**src/sv/dtti_pkg.sv**
```systemverilog
// ----------------------------------------------------------------------------
// Decimal text to integer package
// Phase codes, character codes, register indexes and the record handed
// from the parser to the range check.
// ----------------------------------------------------------------------------
`default_nettype none

package dtti_pkg;

  // Width of the accumulated magnitude and of the result value.
  localparam int unsigned MAG_W = 64;
  localparam int unsigned PHASE_W = 3;

  // Parser phases.
  localparam logic [PHASE_W-1:0] PH_START  = 3'd0;
  localparam logic [PHASE_W-1:0] PH_SPACE  = 3'd1;
  localparam logic [PHASE_W-1:0] PH_SIGN   = 3'd2;
  localparam logic [PHASE_W-1:0] PH_DIGITS = 3'd3;
  localparam logic [PHASE_W-1:0] PH_ENDED  = 3'd4;

  // Character codes.
  localparam logic [7:0] CH_NUL   = 8'h00;
  localparam logic [7:0] CH_TAB   = 8'h09;
  localparam logic [7:0] CH_CR    = 8'h0D;
  localparam logic [7:0] CH_SPACE = 8'h20;
  localparam logic [7:0] CH_PLUS  = 8'h2B;
  localparam logic [7:0] CH_MINUS = 8'h2D;
  localparam logic [7:0] CH_ZERO  = 8'h30;
  localparam logic [7:0] CH_NINE  = 8'h39;

  // Configuration register indexes.
  localparam int unsigned REG_IDX_W = 1;
  localparam logic [REG_IDX_W-1:0] REG_SIGNED_MODE = 1'd0;
  localparam logic [REG_IDX_W-1:0] REG_WIDE_MODE   = 1'd1;

  // Value mask for the 32-bit range.
  localparam logic [MAG_W-1:0] NARROW_MASK = 64'h0000_0000_FFFF_FFFF;

  // Parser state at the end of a string, with the modes in force.
  typedef struct packed {
    logic [PHASE_W-1:0] phase;
    logic               negative;
    logic [MAG_W-1:0]   magnitude;
    logic               overflowed;
    logic               rejected;
    logic               signed_mode;
    logic               wide_mode;
  } snap_t;

  function automatic logic is_space(input logic [7:0] c);
    return (c == CH_SPACE) || ((c >= CH_TAB) && (c <= CH_CR));
  endfunction

  function automatic logic is_digit(input logic [7:0] c);
    return (c >= CH_ZERO) && (c <= CH_NINE);
  endfunction

endpackage

`default_nettype wire

```
**src/sv/dtti_parse.sv**
```systemverilog
// ----------------------------------------------------------------------------
// Decimal text to integer parser
// Registers each incoming item, walks the string state one character per
// cycle unless a string's last item waits on a full hand-off slot, and
// hands the final state of a string to the range check.
`default_nettype none

module dtti_parse (
  input  wire logic                clk,
  input  wire logic                rst,
  input  wire logic                signed_mode,
  input  wire logic                wide_mode,
  input  wire logic                in_valid,
  output logic                     in_ready,
  input  wire logic [7:0]          ch,
  input  wire logic                has_char,
  input  wire logic                last,
  output logic                     snap_valid,
  input  wire logic                snap_ready,
  output dtti_pkg::snap_t          snap
);

  // Input register.
  logic       a_valid;
  logic [7:0] a_ch;
  logic       a_has;
  logic       a_last;
  logic       a_fire;

  // String state.
  logic [dtti_pkg::PHASE_W-1:0] phase;
  logic [dtti_pkg::PHASE_W-1:0] phase_next;
  logic                         negative;
  logic                         negative_next;
  logic [dtti_pkg::MAG_W-1:0]   magnitude;
  logic [dtti_pkg::MAG_W-1:0]   magnitude_next;
  logic                         overflowed;
  logic                         overflowed_next;
  logic                         rejected;
  logic                         rejected_next;

  // Digit accumulation.
  logic [dtti_pkg::MAG_W+3:0]   prod;
  logic [dtti_pkg::MAG_W-1:0]   dig_mag;
  logic                         dig_ovf;
  logic                         lead_bad;

  // An item moves on unless it ends a string and the hand-off slot is full.
  assign a_fire   = a_valid && (!a_last || !snap_valid || snap_ready);
  assign in_ready = !a_valid || a_fire;

  // Magnitude times ten plus the digit, with four guard bits for overflow.
  assign prod = {1'b0, magnitude, 3'b000} + {3'b000, magnitude, 1'b0}
              + {{dtti_pkg::MAG_W{1'b0}}, a_ch[3:0]};
  assign dig_ovf = overflowed || (prod[dtti_pkg::MAG_W+3:dtti_pkg::MAG_W] != 4'd0);
  assign dig_mag = dig_ovf ? {dtti_pkg::MAG_W{1'b1}} : prod[dtti_pkg::MAG_W-1:0];

  // A leading space, or a leading minus in unsigned mode, is refused.
  assign lead_bad = (phase == dtti_pkg::PH_START) &&
                    ((a_ch == dtti_pkg::CH_SPACE) ||
                     ((a_ch == dtti_pkg::CH_MINUS) && !signed_mode));

  // Next string state for the character in the input register.
  always_comb begin
    phase_next      = phase;
    negative_next   = negative;
    magnitude_next  = magnitude;
    overflowed_next = overflowed;
    rejected_next   = rejected;
    if (a_has && !rejected && (phase != dtti_pkg::PH_ENDED)) begin
      if (a_ch == dtti_pkg::CH_NUL) begin
        // A NUL ends the text; it needs digits before it.
        if (phase != dtti_pkg::PH_DIGITS) begin
          rejected_next = 1'b1;
        end
        phase_next = dtti_pkg::PH_ENDED;
      end else begin
        unique case (phase) inside
          dtti_pkg::PH_START, dtti_pkg::PH_SPACE: begin
            if (lead_bad) begin
              rejected_next = 1'b1;
            end else if (dtti_pkg::is_space(a_ch)) begin
              phase_next = dtti_pkg::PH_SPACE;
            end else if ((a_ch == dtti_pkg::CH_PLUS) || (a_ch == dtti_pkg::CH_MINUS)) begin
              negative_next = (a_ch == dtti_pkg::CH_MINUS);
              phase_next    = dtti_pkg::PH_SIGN;
            end else if (dtti_pkg::is_digit(a_ch)) begin
              magnitude_next  = dig_mag;
              overflowed_next = dig_ovf;
              phase_next      = dtti_pkg::PH_DIGITS;
            end else begin
              rejected_next = 1'b1;
            end
          end
          dtti_pkg::PH_SIGN, dtti_pkg::PH_DIGITS: begin
            if (dtti_pkg::is_digit(a_ch)) begin
              magnitude_next  = dig_mag;
              overflowed_next = dig_ovf;
              phase_next      = dtti_pkg::PH_DIGITS;
            end else begin
              rejected_next = 1'b1;
            end
          end
          default: begin
            rejected_next = 1'b1;
          end
        endcase
      end
    end
  end

  // Control registers: input valid, string state and hand-off valid.
  always_ff @(posedge clk) begin
    if (rst) begin
      a_valid    <= 1'b0;
      snap_valid <= 1'b0;
      phase      <= dtti_pkg::PH_START;
      negative   <= 1'b0;
      magnitude  <= '0;
      overflowed <= 1'b0;
      rejected   <= 1'b0;
    end else begin
      if (in_ready) begin
        a_valid <= in_valid;
      end
      if (a_fire && a_last) begin
        snap_valid <= 1'b1;
      end else if (snap_ready) begin
        snap_valid <= 1'b0;
      end
      if (a_fire) begin
        if (a_last) begin
          // The string is done: start clean for the next one.
          phase      <= dtti_pkg::PH_START;
          negative   <= 1'b0;
          magnitude  <= '0;
          overflowed <= 1'b0;
          rejected   <= 1'b0;
        end else begin
          phase      <= phase_next;
          negative   <= negative_next;
          magnitude  <= magnitude_next;
          overflowed <= overflowed_next;
          rejected   <= rejected_next;
        end
      end
    end
  end

  // Payload registers.
  always_ff @(posedge clk) begin
    if (in_ready) begin
      a_ch   <= ch;
      a_has  <= has_char;
      a_last <= last;
    end
    if (a_fire && a_last) begin
      snap.phase       <= phase_next;
      snap.negative    <= negative_next;
      snap.magnitude   <= magnitude_next;
      snap.overflowed  <= overflowed_next;
      snap.rejected    <= rejected_next;
      snap.signed_mode <= signed_mode;
      snap.wide_mode   <= wide_mode;
    end
  end

endmodule

`default_nettype wire

```
**src/sv/dtti_finish.sv**
```systemverilog
// ----------------------------------------------------------------------------
// Decimal text to integer range check
// Checks the final magnitude against the selected range, applies the sign
// and holds the result item in the output register.
// ----------------------------------------------------------------------------
`default_nettype none

module dtti_finish (
  input  wire logic                      clk,
  input  wire logic                      rst,
  input  wire logic                      snap_valid,
  output logic                           snap_ready,
  input  wire dtti_pkg::snap_t           snap,
  output logic                           out_valid,
  input  wire logic                      out_ready,
  output logic [dtti_pkg::MAG_W-1:0]     value,
  output logic                           ok
);

  logic [dtti_pkg::MAG_W-1:0] mask;
  logic [dtti_pkg::MAG_W-1:0] pos_max;
  logic [dtti_pkg::MAG_W-1:0] limit;
  logic [dtti_pkg::MAG_W-1:0] neg_mag;
  logic                       ok_c;
  logic [dtti_pkg::MAG_W-1:0] value_c;

  assign snap_ready = !out_valid || out_ready;

  // Range limit: one more on the negative side in signed mode.
  assign mask    = snap.wide_mode ? {dtti_pkg::MAG_W{1'b1}} : dtti_pkg::NARROW_MASK;
  assign pos_max = snap.signed_mode ? (mask >> 1) : mask;
  assign limit   = pos_max + {{(dtti_pkg::MAG_W-1){1'b0}},
                              (snap.signed_mode && snap.negative)};
  assign neg_mag = {dtti_pkg::MAG_W{1'b0}} - snap.magnitude;

  // Success needs digits, no rejection or overflow, and a magnitude in range.
  assign ok_c = !snap.rejected && !snap.overflowed &&
                ((snap.phase == dtti_pkg::PH_DIGITS) || (snap.phase == dtti_pkg::PH_ENDED)) &&
                (snap.magnitude <= limit);
  assign value_c = ok_c ? ((snap.negative ? neg_mag : snap.magnitude) & mask)
                        : {dtti_pkg::MAG_W{1'b0}};

  // Output valid.
  always_ff @(posedge clk) begin
    if (rst) begin
      out_valid <= 1'b0;
    end else if (snap_ready) begin
      out_valid <= snap_valid;
    end
  end

  // Output payload.
  always_ff @(posedge clk) begin
    if (snap_valid && snap_ready) begin
      value <= value_c;
      ok    <= ok_c;
    end
  end

endmodule

`default_nettype wire

```
**src/sv/decimal_text_to_integer_unit.sv**
```systemverilog
// ----------------------------------------------------------------------------
// Decimal text to integer unit
// Strict base-10 conversion of a character stream to a 32- or 64-bit integer.
// ----------------------------------------------------------------------------
// The unit takes one character per item and sustains one item per clock
// cycle while the output is not stalled. The item with last is taken into
// the input register at acceptance; the string's result item then passes
// the parser's hand-off register and the output register, and is held back
// while the output is stalled. The per-character step is one
// multiply-by-ten-and-add with an overflow check, done in the parser stage;
// the range check and sign are applied in the following stage. Registers
// signed_mode and wide_mode must be written only while no string is in flight.
`default_nettype none

module decimal_text_to_integer_unit (
  input  wire logic                                clk,
  input  wire logic                                rst,
  input  wire logic                                cfg_wr_en,
  input  wire logic [dtti_pkg::REG_IDX_W-1:0]      cfg_index,
  input  wire logic                                cfg_wdata,
  input  wire logic                                in_valid,
  output logic                                     in_ready,
  input  wire logic [7:0]                          ch,
  input  wire logic                                has_char,
  input  wire logic                                last,
  output logic                                     out_valid,
  input  wire logic                                out_ready,
  output logic [dtti_pkg::MAG_W-1:0]               value,
  output logic                                     ok
);

  logic            signed_mode;
  logic            wide_mode;
  logic            snap_valid;
  logic            snap_ready;
  dtti_pkg::snap_t snap;

  // Configuration registers.
  always_ff @(posedge clk) begin
    if (rst) begin
      signed_mode <= 1'b1;
      wide_mode   <= 1'b1;
    end else if (cfg_wr_en) begin
      unique case (cfg_index)
        dtti_pkg::REG_SIGNED_MODE: signed_mode <= cfg_wdata;
        dtti_pkg::REG_WIDE_MODE:   wide_mode   <= cfg_wdata;
      endcase
    end
  end

  // Character parser.
  dtti_parse u_parse (
    .clk         (clk),
    .rst         (rst),
    .signed_mode (signed_mode),
    .wide_mode   (wide_mode),
    .in_valid    (in_valid),
    .in_ready    (in_ready),
    .ch          (ch),
    .has_char    (has_char),
    .last        (last),
    .snap_valid  (snap_valid),
    .snap_ready  (snap_ready),
    .snap        (snap)
  );

  // Range check and output register.
  dtti_finish u_finish (
    .clk        (clk),
    .rst        (rst),
    .snap_valid (snap_valid),
    .snap_ready (snap_ready),
    .snap       (snap),
    .out_valid  (out_valid),
    .out_ready  (out_ready),
    .value      (value),
    .ok         (ok)
  );

endmodule

`default_nettype wire

```
**config.mk**
```make
export PLATFORM = sky130hd
export DESIGN_NAME = decimal_text_to_integer_unit
export DESIGN_NICKNAME = d
export VERILOG_FILES = /design/src/sv/dtti_pkg.sv /design/src/sv/dtti_parse.sv /design/src/sv/dtti_finish.sv /design/src/sv/decimal_text_to_integer_unit.sv
export SDC_FILE = /design/constraint.sdc
export NUM_CORES = 1
export LEC_CHECK = 0
export BUFFER_PORTS_ARGS = -buffer_cell sky130_fd_sc_hd__buf_4
export CAP_MARGIN = 20
export CORE_MARGIN = 2
export CORE_UTILIZATION = 40
export DETAILED_ROUTE_END_ITERATION = 6
export PLACE_DENSITY = 0.55
export SETUP_SLACK_MARGIN = 0.02
export SYNTH_ARGS = -nofsm -noshare
export SYNTH_HDL_FRONTEND = slang
export SYNTH_SLANG_ARGS = --single-unit
```
**constraint.sdc**
```tcl
create_clock -name clk -period 4.22 [get_ports clk]
set_input_delay 0.422 -clock clk [delete_from_list [all_inputs] [get_ports clk]]
set_output_delay 0.422 -clock clk [all_outputs]
set_load 0.02 [all_outputs]
```
* Word level (Yosys, flattened, before mapping) *
Cells that the tools add are included.

word-level totals
  logic and storage cells = 127
  output and inout bits = 67
  flip-flop bits (word level) = 222
  input port bits = 17

cells by class
  order comparisons = 5
  eq/ne operators = 10
  bitwise logic cells = 2
  muxes and demuxes = 46
  add/sub/neg operators = 4
  reduce and logical (&&, ||, !) cells = 38

operator list
  operator                 number
  $mux W64                 11
  $pmux W64 S2             1
  $add A67 B65 Y68         1
  $add A68 B4 Y68          1
  $add A64 B1 Y64          1
  $and A64 B64 Y64         1
  $le A64 B64 Y1           1
  $sub A1 B64 Y64 const A  1
  $eq A8 B6 Y1 const B     3
  $mux W1                  24
  $mux W3                  7
  $logic_and A1 B1 Y1      13
  $eq A3 B2 Y1 const B     3
  $logic_or A1 B1 Y1       9
  $ge A8 B4 Y1 const B     1
  $ge A8 B6 Y1 const B     1
  $le A8 B4 Y1 const B     1
  $le A8 B6 Y1 const B     1
  $logic_not A1 Y1         8
  $logic_not A8 Y1         1
  $pmux W3 S2              1
  $pmux W1 S2              2
  $reduce_and A2 Y1        2
  $reduce_bool A4 Y1       1
  other kinds (8)          9

* Longest topological paths before layout *
  depth in word-level cells = 13
  gate-level depth with buffers = 20

* Modules after synthesis *
From an unflattened synthesis, not the netlist that was laid out.

second synthesis, totals
  cell total of the unflattened synthesis = 1,855
  area, all modules = 16,692.3 um^2

modules (own cells, without submodules)
  module                        times used  seq. area each (um^2)  cells an instance  area each (um^2)
  dtti_parse                    1           3,903.7                1,299              11,392.2
  dtti_finish                   1           1,971.9                548                5,222.5
  decimal_text_to_integer_unit  1           40.0                   8                  77.6

* Worst setup path after synthesis *
Ideal clock, no wire load.

  kind = register to register
  start = register, netlist name u_parse.snap[68]
  end = register u_finish.value[36] (netlist name), data pin
  clock period less this slack = 4,199 ps
  stages on the path, launching flop included = 16
  arrival time = 3,930 ps
  setup slack = 21 ps
  setup time = 269 ps
  path buffers = 4
  data required time = 3,951 ps
  cell sequence = edfxtp_1 clkbuf_1 clkbuf_1 nand2_1 nand2_1 ha_1 nand4_1 or2_2 nor4_1 nand2_1 or3_1 o21ai_0 o21a_1 clkbuf_1 clkbuf_1 nor3b_1

on the way
  longest elaborated chain between the ends = 4
  elaborated cells on any way between the ends = 6
  classes of those cells = add/sub: 1; order compare: 1; mux: 1; bitwise: 1; reduce/logical: 2

RTL lines
  what                  RTL line           source
  $logic_and A1 B1 Y1   dtti_finish.sv:33  (snap.signed_mode && snap.negative)};
  $add A64 B1 Y64       dtti_finish.sv:32  assign limit = pos_max + {{(dtti_pkg::MAG_W-1){1'b0}},
  $le A64 B64 Y1        dtti_finish.sv:39  (snap.magnitude <= limit);
  $logic_and A1 B1 Y1   dtti_finish.sv:38  ((snap.phase == dtti_pkg::PH_DIGITS) || (snap.phase == dtti_pkg::PH_ENDED)) &&
  end signal, assigned  dtti_finish.sv:55  value <= value_c;
  end, declared         dtti_finish.sv:16  output logic [dtti_pkg::MAG_W-1:0] value,

Several ways; a longest one is shown, not always the timed one.
A chain may end at the register's enable or synchronous reset.

* Worst setup path in the final report *
  start = register u_parse.magnitude[12] (netlist name)
  end = register u_parse.magnitude[49] (netlist name)

on the way
  longest elaborated chain between the ends = 13

RTL lines
  what                    RTL line                            source
  start, declared         dtti_parse.sv:35                    logic [dtti_pkg::MAG_W-1:0] magnitude;
  start signal, assigned  dtti_parse.sv:142                   magnitude <= magnitude_next;
  $add A67 B65 Y68 (*)    dtti_parse.sv:53                    assign prod = {1'b0, magnitude, 3'b000} + {3'b000, magnitude, 1'b0}
  $add A68 B4 Y68 (*)     dtti_parse.sv:54                    + {{dtti_pkg::MAG_W{1'b0}}, a_ch[3:0]};
  $reduce_bool A4 Y1      dtti_parse.sv:55                    assign dig_ovf = overflowed || (prod[dtti_pkg::MAG_W+3:dtti_pkg::MAG_W] != 4'd0);
  $logic_or A1 B1 Y1      dtti_parse.sv:55
  $mux W64 (*)            dtti_parse.sv:56                    assign dig_mag = dig_ovf ? {dtti_pkg::MAG_W{1'b1}} : prod[dtti_pkg::MAG_W-1:0];
  $mux W64 (*)            dtti_parse.sv:87, dtti_parse.sv:96
  $mux W64                dtti_parse.sv:84                    end else if ((a_ch == dtti_pkg::CH_PLUS) || (a_ch == dtti_pkg::CH_MINUS)) begin
  $mux W64                dtti_parse.sv:82                    end else if (dtti_pkg::is_space(a_ch)) begin
  $mux W64                dtti_parse.sv:80                    if (lead_bad) begin
  $pmux W64 S2 (*)        dtti_parse.sv:78                    unique case (phase) inside
  $mux W64 (*)            dtti_parse.sv:71                    if (a_ch == dtti_pkg::CH_NUL) begin
  $mux W64 (*)            dtti_parse.sv:70                    if (a_has && !rejected && (phase != dtti_pkg::PH_ENDED)) begin
  $mux W64 (*)            dtti_parse.sv:132                   if (a_last) begin

Mark *: on every way between the ends. The rest lies on a longest branch, timed or not.

==> impl_metrics.toml <==
[hold_path]
worstHoldStart = "ch[0]"
min_path_cells = 1
hold_path.class = "primary input to register"
min_to = "u_parse.a_ch[0]$_DFFE_PP_"

[synth]
syn_inst = 1782
synth.top_cell.area_share_pct = 27.11
ys_types = 75
yosysSeqAreaShare_pct = 36.33
syn_area_sq_mm = 0.01628
syn_nets = 1994
synth_area_per_cell_sq_um = 9.138
async_flop_share_pct = 0
synth_ff_type = "edfxtp_1"
yosysTopAreaCell = "edfxtp_1"
synth_edf_count = 147
synth_seq_cells = 222
yosys_warnings = 0
yosys-top-cells-area = "edfxtp_1 (27%), ha_1 (15%), dfxtp_1 (9.2%), a21oi_1 (4.8%), nor2_1 (4.7%)"

[timing]
worstMarginPinSlew_ps = 878.1
setup_tns_ps = 0
hold_slack_ps = 78.20
report.final.slew_viol_count = 0
finClkSkew_ps = 17.27
rsz0062_at_grt = "true"
hold_violations = 0
min_period_ps = 4056
setup_ws_ps = 163.9
setup_viol = 0
slew_headroom_pct = 41.32
fmax_mhz = 246.5
period_share_pct = 96.12

[final_layout]
final_nets = 2154
fillers = 3829
regArea_sq_mm = 0.005921
n_antenna_cell = 0
multi_input_area_sq_mm = 0.01016
area.growth.synth_to_final_pct = 18.50
drive_gt1_share_pct = 17.02

[global_routing]
grt_start_max_net_pins = 66
use_met3_pct = 1.885
met1_usage_pct = 33.17
overflow = 0
antenna_found_initial = 0
grt_pass1_vias = 13570
grt_usage_pct = 22.83
grt.busiest_layer = "met2"
grt_util_met2_pct = 36.59
grt_pass1_wl_mm = 75.98

[detailed_routing]
dr.pass1.iters = 5
wl_mm = 48.09
wl_per_cell_um = 19.38
antenna_left = 0
viasPerCell = 5.735
drtIter0Drc = 1023
vias = 14240
drc_errors = 0

[floorplan]
start_util_pct = 40.79
core_region_area_sq_mm = 0.03991
dieArea_sq_mm = 0.04234
rows = 73
die_height_um = 205.8
dieWidth_um = 205.8
ios = 84

[power]
p_switching_w = 0.001103
leakage_nw = 7.914
p_seq_share_pct = 50.4
p_clk_share_pct = 42.8
vdd_drop_max_uv = 193.9
p_per_area_mw_per_mm2 = 246.7
switching_share_pct = 23.18
combPwrFrac_pct = 6.8
power.internal_w = 0.003656

[place]
hpwl_mm = 37.95
port_buffers = 83
gp_congestion = 0.8895
post-place-ws_ps = -106.2

[cts]
cts_tree = "built"
cts_buffers = 23
clock-sinks = 222
htree_levels = 1
root_buffer = "clkbuf_16"
clkLatencyLatePin_ps = 520
cts_max_path_buffers = 3
cts.clk_slew.worst_paths_ps = 70
hold_buffers = 0

[critical_path]
cp_max_fo = 9
critPathRequiredTime_ps = 4600
r2r_slack_ps = 160
crit_arrival_ps = 4430
cp-start-kind = "register"
reg2reg_from = "u_parse.magnitude[12]$_SDFFE_PP0P_"
path_class = "register to register"
reg2reg_depth = 16
end_kind = "register"
r2r-end = "u_parse.magnitude[49]$_SDFFE_PP0P_"

[flow_run]
maxCapViolations = 0

[outcome]
status = "completed"
[registers in the layout (all words and copies together), names as in the netlist, 3 cells and up]
| register | cells |
|---|---|
| u_parse.snap | 72 |
| u_parse.magnitude | 64 |
| u_parse.phase | 3 |
| u_finish.value | 64 |
| u_parse.a_ch | 8 |
[layer usage]
layer / vias to the layer above / wire length (um)
li1: 7022 / -
met1: 6798 / 23540
met2: 354 / 21320
met3: 61 / 2204
met4: 0 / 1037
met5: - / 0
[worst max-delay path: stages (launching register included)]
cell and delay (ps):
dfxtp_1 420, ha_1 270, ha_1 380, a21oi_1 250, buf_4 170, a21boi_0 70
a311oi_1 380, buf_4 190, a211oi_1 70, nor2_1 290, o31ai_2 140, a21bo_2 250
or3_4 340, buf_4 200, nor3_2 210, o21ai_0 120, o2bb2ai_1 170
[layout by cell type (no fill, tap or decap), drive strengths merged, types with 14 or more instances in the layout]
cell type,instances
buf,218
nor2,204
ha,193
a21oi,157
edfxtp,147
o21ai,139
nand2,126
xor2,79
dfxtp,75
a21o,49
nand4,44
xnor2,43
nor3,43
inv,31
a211oi,31
o21a,28
clkbuf,24
o31ai,23
nor3b,22
a22o,18
nand3,17
or3,17
o211ai,15
o21bai,14
nor2b,14
nand2b,14
or4,14
[power by group through the flow]
stage                     combinational [W]  clock (W)  sequential [W]
after global routing               0.000355    0.00216         0.00241
after floorplan                    0.000177          0         0.00245
final                              0.000323    0.00204         0.00240
after global placement             0.000313          0         0.00245
after detailed placement           0.000318          0         0.00245
after CTS                          0.000319    0.00207         0.00240
[cells by family (layout without fill, tap and decap cells)]
logic type	Yosys count	count (layout)	share of synthesized area, %
buffers and inverters	114	289	2.712
AO/OA/AOI/OAI	560	560	21.98
AND/OR/NAND/NOR	565	565	17.09
flip-flops	222	222	36.33
XOR/XNOR	122	122	6.562
multiplexers	4	4	0.2459
adder cells (fa/ha/maj)	195	195	15.08
[cell type report]
class	count	share of cell area (%)
Inverter	31	0.6031
Sequential cell	222	30.69
Tap cell	525	3.404
Clock inverter	16	0.8430
Clock buffer	24	3.002
Timing Repair Buffer	218	8.826
Multi-Input combinational cell	1446	52.64
[through the flow]
| step | cells | instance area (sq um) | utilization [%] | power [W] |
|---|---|---|---|---|
| final | 2482 | 19290 | 48.34 | 0.004759 |
| after CTS | 2479 | 19090 | 47.84 | 0.004794 |
| after global routing | 2482 | 19290 | 48.34 | 0.004918 |
| after global placement | 2439 | 18330 | 45.91 | 0.002760 |
| after detailed placement | 2439 | 18330 | 45.91 | 0.002765 |
| after floorplan | 1782 | 16280 | - | 0.002628 |
[cell usage after synthesis, drive strengths merged, types with 44 or more instances]
| cell | n |
|---|---|
| nor2 | 204 |
| nand2 | 126 |
| a21o | 49 |
| dfxtp | 75 |
| xor2 | 79 |
| ha | 193 |
| edfxtp | 147 |
| a21oi | 157 |
| nand4 | 44 |
| o21ai | 139 |
| clkbuf | 75 |
[what timing repair did]
item	in CTS	in global routing
pin swaps	0	8
setup endpoints to repair	21	126
resized for setup	5	44
setup buffers	0	3
[worst max path at each step]
| stage | depth (start not counted) | slack, ps | to | startpoint |
|---|---|---|---|---|
| floorplan | 15 | 20 | u_finish.value[36]$_SDFFCE_PN0P_ | u_parse.snap[68]$_DFFE_PP_ |
| global placement | 14 | 50 | u_parse.snap[40]$_DFFE_PP_ | u_parse.magnitude[59]$_SDFFE_PP0P_ |
| detailed placement | 15 | -110 | u_parse.magnitude[45]$_SDFFE_PP0P_ | u_parse.a_ch[3]$_DFFE_PP_ |
| CTS | 17 | 20 | u_parse.magnitude[55]$_SDFFE_PP0P_ | u_parse.a_ch[3]$_DFFE_PP_ |
| global route | 17 | -30 | u_parse.magnitude[55]$_SDFFE_PP0P_ | u_parse.a_ch[3]$_DFFE_PP_ |
| finish | 16 | 160 | u_parse.magnitude[49]$_SDFFE_PP0P_ | u_parse.magnitude[12]$_SDFFE_PP0P_ |
No activity file was read; power rests on OpenSTA's default activity.
